$ cat src/rtl/spq_pkg.sv
// Shared types and constants for the strict priority packet queue.
package spq_pkg;

  localparam int MODE_W = 2;
  localparam int PRI_W  = 3;
  localparam int CODE_W = 3;
  localparam int CNT_W  = 7;

  localparam logic [CNT_W-1:0] CAP_RESET = 7'd64;

  localparam logic [MODE_W-1:0] MODE_GET  = 2'd0;
  localparam logic [MODE_W-1:0] MODE_PUT  = 2'd1;
  localparam logic [MODE_W-1:0] MODE_EXCH = 2'd2;

  localparam logic [CODE_W-1:0] RES_NONE    = 3'd0;
  localparam logic [CODE_W-1:0] RES_DONE    = 3'd1;
  localparam logic [CODE_W-1:0] RES_EVICTED = 3'd2;
  localparam logic [CODE_W-1:0] RES_SWAPPED = 3'd3;
  localparam logic [CODE_W-1:0] RES_BACK    = 3'd4;

  typedef enum logic [2:0] {
    ST_IDLE = 3'b001,
    ST_EXEC = 3'b010,
    ST_RESP = 3'b100
  } state_t;

  typedef struct packed {
    logic load_in;
    logic exec;
    logic load_out;
  } cmd_t;

endpackage

$ cat src/rtl/spq_ctrl.sv
// Controller: sequences accept, execute and respond, owns the output valid.
module spq_ctrl (
  input  logic          clk,
  input  logic          rst,
  input  logic          in_valid,
  output logic          in_ready,
  output logic          out_valid,
  input  logic          out_ready,
  output spq_pkg::cmd_t cmd
);

  spq_pkg::state_t state;
  spq_pkg::state_t state_next;
  logic            out_free;

  assign out_free = !out_valid || out_ready;
  assign in_ready = (state == spq_pkg::ST_IDLE) || (state == spq_pkg::ST_RESP && out_free);

  always_comb begin
    cmd.load_in  = in_valid && in_ready;
    cmd.exec     = (state == spq_pkg::ST_EXEC);
    cmd.load_out = (state == spq_pkg::ST_RESP) && out_free;
  end

  always_comb begin
    state_next = state;
    unique case (state)
      spq_pkg::ST_IDLE: begin
        if (in_valid) begin
          state_next = spq_pkg::ST_EXEC;
        end
      end
      spq_pkg::ST_EXEC: begin
        state_next = spq_pkg::ST_RESP;
      end
      spq_pkg::ST_RESP: begin
        if (out_free) begin
          state_next = in_valid ? spq_pkg::ST_EXEC : spq_pkg::ST_IDLE;
        end
      end
      default: begin
        state_next = spq_pkg::ST_IDLE;
      end
    endcase
  end

  always_ff @(posedge clk) begin
    if (rst) begin
      state     <= spq_pkg::ST_IDLE;
      out_valid <= 1'b0;
    end else begin
      state <= state_next;
      if (cmd.load_out) begin
        out_valid <= 1'b1;
      end else if (out_ready) begin
        out_valid <= 1'b0;
      end
    end
  end

endmodule

$ cat config.mk
export PLATFORM = sky130hd
export DESIGN_NAME = spq_ctrl
export DESIGN_NICKNAME = d
export VERILOG_FILES = /design/src/rtl/spq_pkg.sv /design/src/rtl/spq_ctrl.sv
export SDC_FILE = /design/constraint.sdc
export NUM_CORES = 1
export LEC_CHECK = 0
export BUFFER_PORTS_ARGS = -buffer_cell sky130_fd_sc_hd__buf_2
export CAP_MARGIN = 40
export CORE_AREA = 2 2 39 41
export DETAILED_ROUTE_END_ITERATION = 7
export DIE_AREA = 0 0 41 43
export MAX_ROUTING_LAYER = met4
export PLACE_DENSITY_LB_ADDON = 0.12
export SLEW_MARGIN = 20
export SYNTH_ARGS = -nofsm -noshare
export SYNTH_HDL_FRONTEND = slang
export SYNTH_SLANG_ARGS = --single-unit
$ cat constraint.sdc
create_clock -name clk -period 2 [get_ports clk]
set_input_delay 0 -clock clk [delete_from_list [all_inputs] [get_ports clk]]
set_output_delay 0 -clock clk [all_outputs]
set_load 0.05 [all_outputs]
==> results_dict.tcl <==
set metrics [dict create \
    status "finished clean" \
    hp-class "in -> reg" \
    async_flop_share 0 \
    grt_pass1_wl_um 696 \
    skew_ps 3.15 \
    synth-simple-area-share 0.428 \
    intPower_w 0.000166 \
    fillers 160 \
    die_area_sq_um 1760 \
    cp_max_fo 5 \
    clkSinkCount 4 \
    synth_edf_count 0 \
    tightestPinTransition_ps 249 \
    synth.distinct_cells 16 \
    pwr-share-seq 0.382 \
    fmax_ghz 0.781 \
    drc 0 \
    grt.total_usage 0.0649 \
    synth_top_family_by_area "simple AND/OR/NAND/NOR gates" \
    critPathKind "reg -> out" \
    combinationalPowerShare 0.197 \
    place.port_buffers 8 \
    critPathLaunchType "flip-flop" \
    slew-limit-headroom 0.835 \
    grt_start_max_net_pins 8 \
    fin_crit_ps 1280 \
    synth_flop_cell "dfxtp_1" \
    grt_pass1_vias 189 \
    synth.cell_area_sq_um 216 \
    fin_crit_sh 0.640 \
    routed_wl_um 433 \
    p_clk_frac 0.421 \
    cp.required_ps 2000 \
    syn_area_per_cell_sq_um 8.33 \
    leakage_nw 0.140 \
    fp-row-count 14 \
    fin_cells 54 \
    swShare 0.278 \
    synth_top_cell_by_area "dfxtp_1" \
    rsz0062_at_grt "false" \
    finalHoldViolCount 0 \
    synth_xor_area_frac 0 \
    overflow 0 \
    clock_path_buffers 2 \
    antenna_left 0 \
    synthCells 26 \
    netlist_top_cells_area "dfxtp_1 (37%), and2b_1 (6.9%), nor2_1 (6.9%)" \
    dp_cells 50 \
    ys_warn_count 0 \
    h-tree-depth 1 \
    tns_ps 0 \
    critPathMaxStageDelay_ps 380 \
    vias_per_cell 3.76 \
    insertion_delay_ps 230 \
    antenna_found_initial 0 \
    synth-compound-area-share 0.185 \
    dr_total_vias 203 \
    synth-seq-cells 4 \
    die_h_um 43 \
    p_sw_w 0.0000639 \
    num_io_pins 9 \
    clkTransAtPathRegs_ps 40 \
    path_cells "and2b_1, a21oi_2, nor2_1, buf_2" \
    synth_fa_ha_area_frac 0 \
    drive_above_1_share 0.395 \
    area_delta_synth_final_pct 42.8 \
    die_w_um 41 \
    synth_seq_area_share 0.370 \
    start_util 0.156 \
    setup_viol_count_final 0 \
    ir_drop_mv 0.161 \
    worstSetupEndpointType "output pin" \
    muxShareOfSynthArea 0 \
    slowest_stage "dfxtp_1" \
    core-area_sq_um 1380 \
    cts_tree "yes" \
    arrival_ps 1280 \
    slew_viol_final 0 \
    maxCapViolCount 0 \
    synth.net_count 30 \
    firstDrtPassIters 1 \
    routedWlPerCell_um 8.02 \
    power_density_nw_per_um2 743 \
    drtIter0Drc 0 \
    synth_commonest_cells "dfxtp_1 (4), nor2_1 (4)" \
    gp_congestion 0.618 \
    cts_root_buf "clkbuf_4" \
    antenna_cells 0 \
    yosys.area.top_type_share 0.370 \
    cts_inserted_buffers 3 \
    nets 44 \
]
-- final cells by class --
type,count,area (sq um),area share
multi-input combinational,21,133,0.429
clock buffer,3,22.5,0.0729
tap,16,20.0,0.0648
sequential,4,80.1,0.259
timing repair buffer,9,50.0,0.162
inverter,1,3.75,0.0121
-- flip-flops by register name, summed over array words and instances, names as in the netlist --
register / cells
out_valid: 1
state: 3
-- cell usage in the layout, fill, tap and decap left out --
cell type      n
nor2b_2        1
a31oi_1        1
nor2b_1        2
nand2_1        2
a21oi_1        2
nor3b_2        1
clkbuf_4       3
o211ai_1       1
dlygate4sd3_1  1
a21oi_2        1
a21o_1         1
nor3_2         1
nor2_1         4
nand2b_1       1
nor3_1         1
dfxtp_1        4
inv_1          1
buf_2          8
and2b_1        2
-- per-stage QoR --
step	worst slack, ps	util	area, sq um	total power (W)	hold slack, ps
2_1_floorplan	560	-	216	0.000121	69.1
3_3_place_gp	941	0.200	277	0.000134	231
3_5_place_dp	951	0.200	277	0.000133	231
4_1_cts	696	0.223	309	0.000237	61.5
5_1_grt	625	0.223	309	0.000243	79.9
6_report	720	0.223	309	0.000230	70.1
-- worst max-delay path: cells and delay by family, from the launching register on --
kind                   cells  cell delay (ps)
AO/OA/AOI/OAI              1              190
flip-flops                 1              380
buffers and inverters      1              210
AND/OR/NAND/NOR            2              270
-- path summary, 6_finish.rpt --
path	start	to	slack (ps)	depth (start not counted)
max	state[0]$_SDFFE_PP1P_	cmd[2]	720	4
min reg2reg	state[0]$_SDFFE_PP1P_	state[2]$_SDFFE_PP0P_	510	1
min	in_valid	state[1]$_SDFFE_PP0P_	70	3
max reg2reg	state[0]$_SDFFE_PP1P_	state[1]$_SDFFE_PP0P_	1050	3
-- power by group through the flow --
stage                     Clock (W)  Sequential (W)  Combinational (W)
after floorplan                   0       0.0000881          0.0000333
after global placement            0       0.0000893          0.0000446
after detailed placement          0       0.0000889          0.0000444
after CTS                  0.000103       0.0000877          0.0000459
after global routing       0.000106       0.0000882          0.0000484
final                     0.0000967       0.0000876          0.0000452
-- cell families after synthesis --
logic type | after synthesis
simple gates | 15
compound gates | 6
flops | 4
buf+inv | 1
-- per-layer routing --
metal | share of wire | vias to the layer above | global-route usage
li1 | - | 112 | -
met5 | 0 | - | -
met1 | 0.41 | 88 | 0.0742
met4 | 0 | 0 | 0.0800
met2 | 0.52 | 3 | 0.0688
met3 | 0.065 | 0 | 0.0314
-- repair_timing --
| item | CTS | global route |
|---|---|---|
| hold endpoints to repair | 3 | 0 |
| hold buffers | 1 | 0 |
| buffers inserted | 0 | 0 |
| gates resized for setup | 0 | 0 |
No activity file was read; power rests on OpenSTA's default activity.
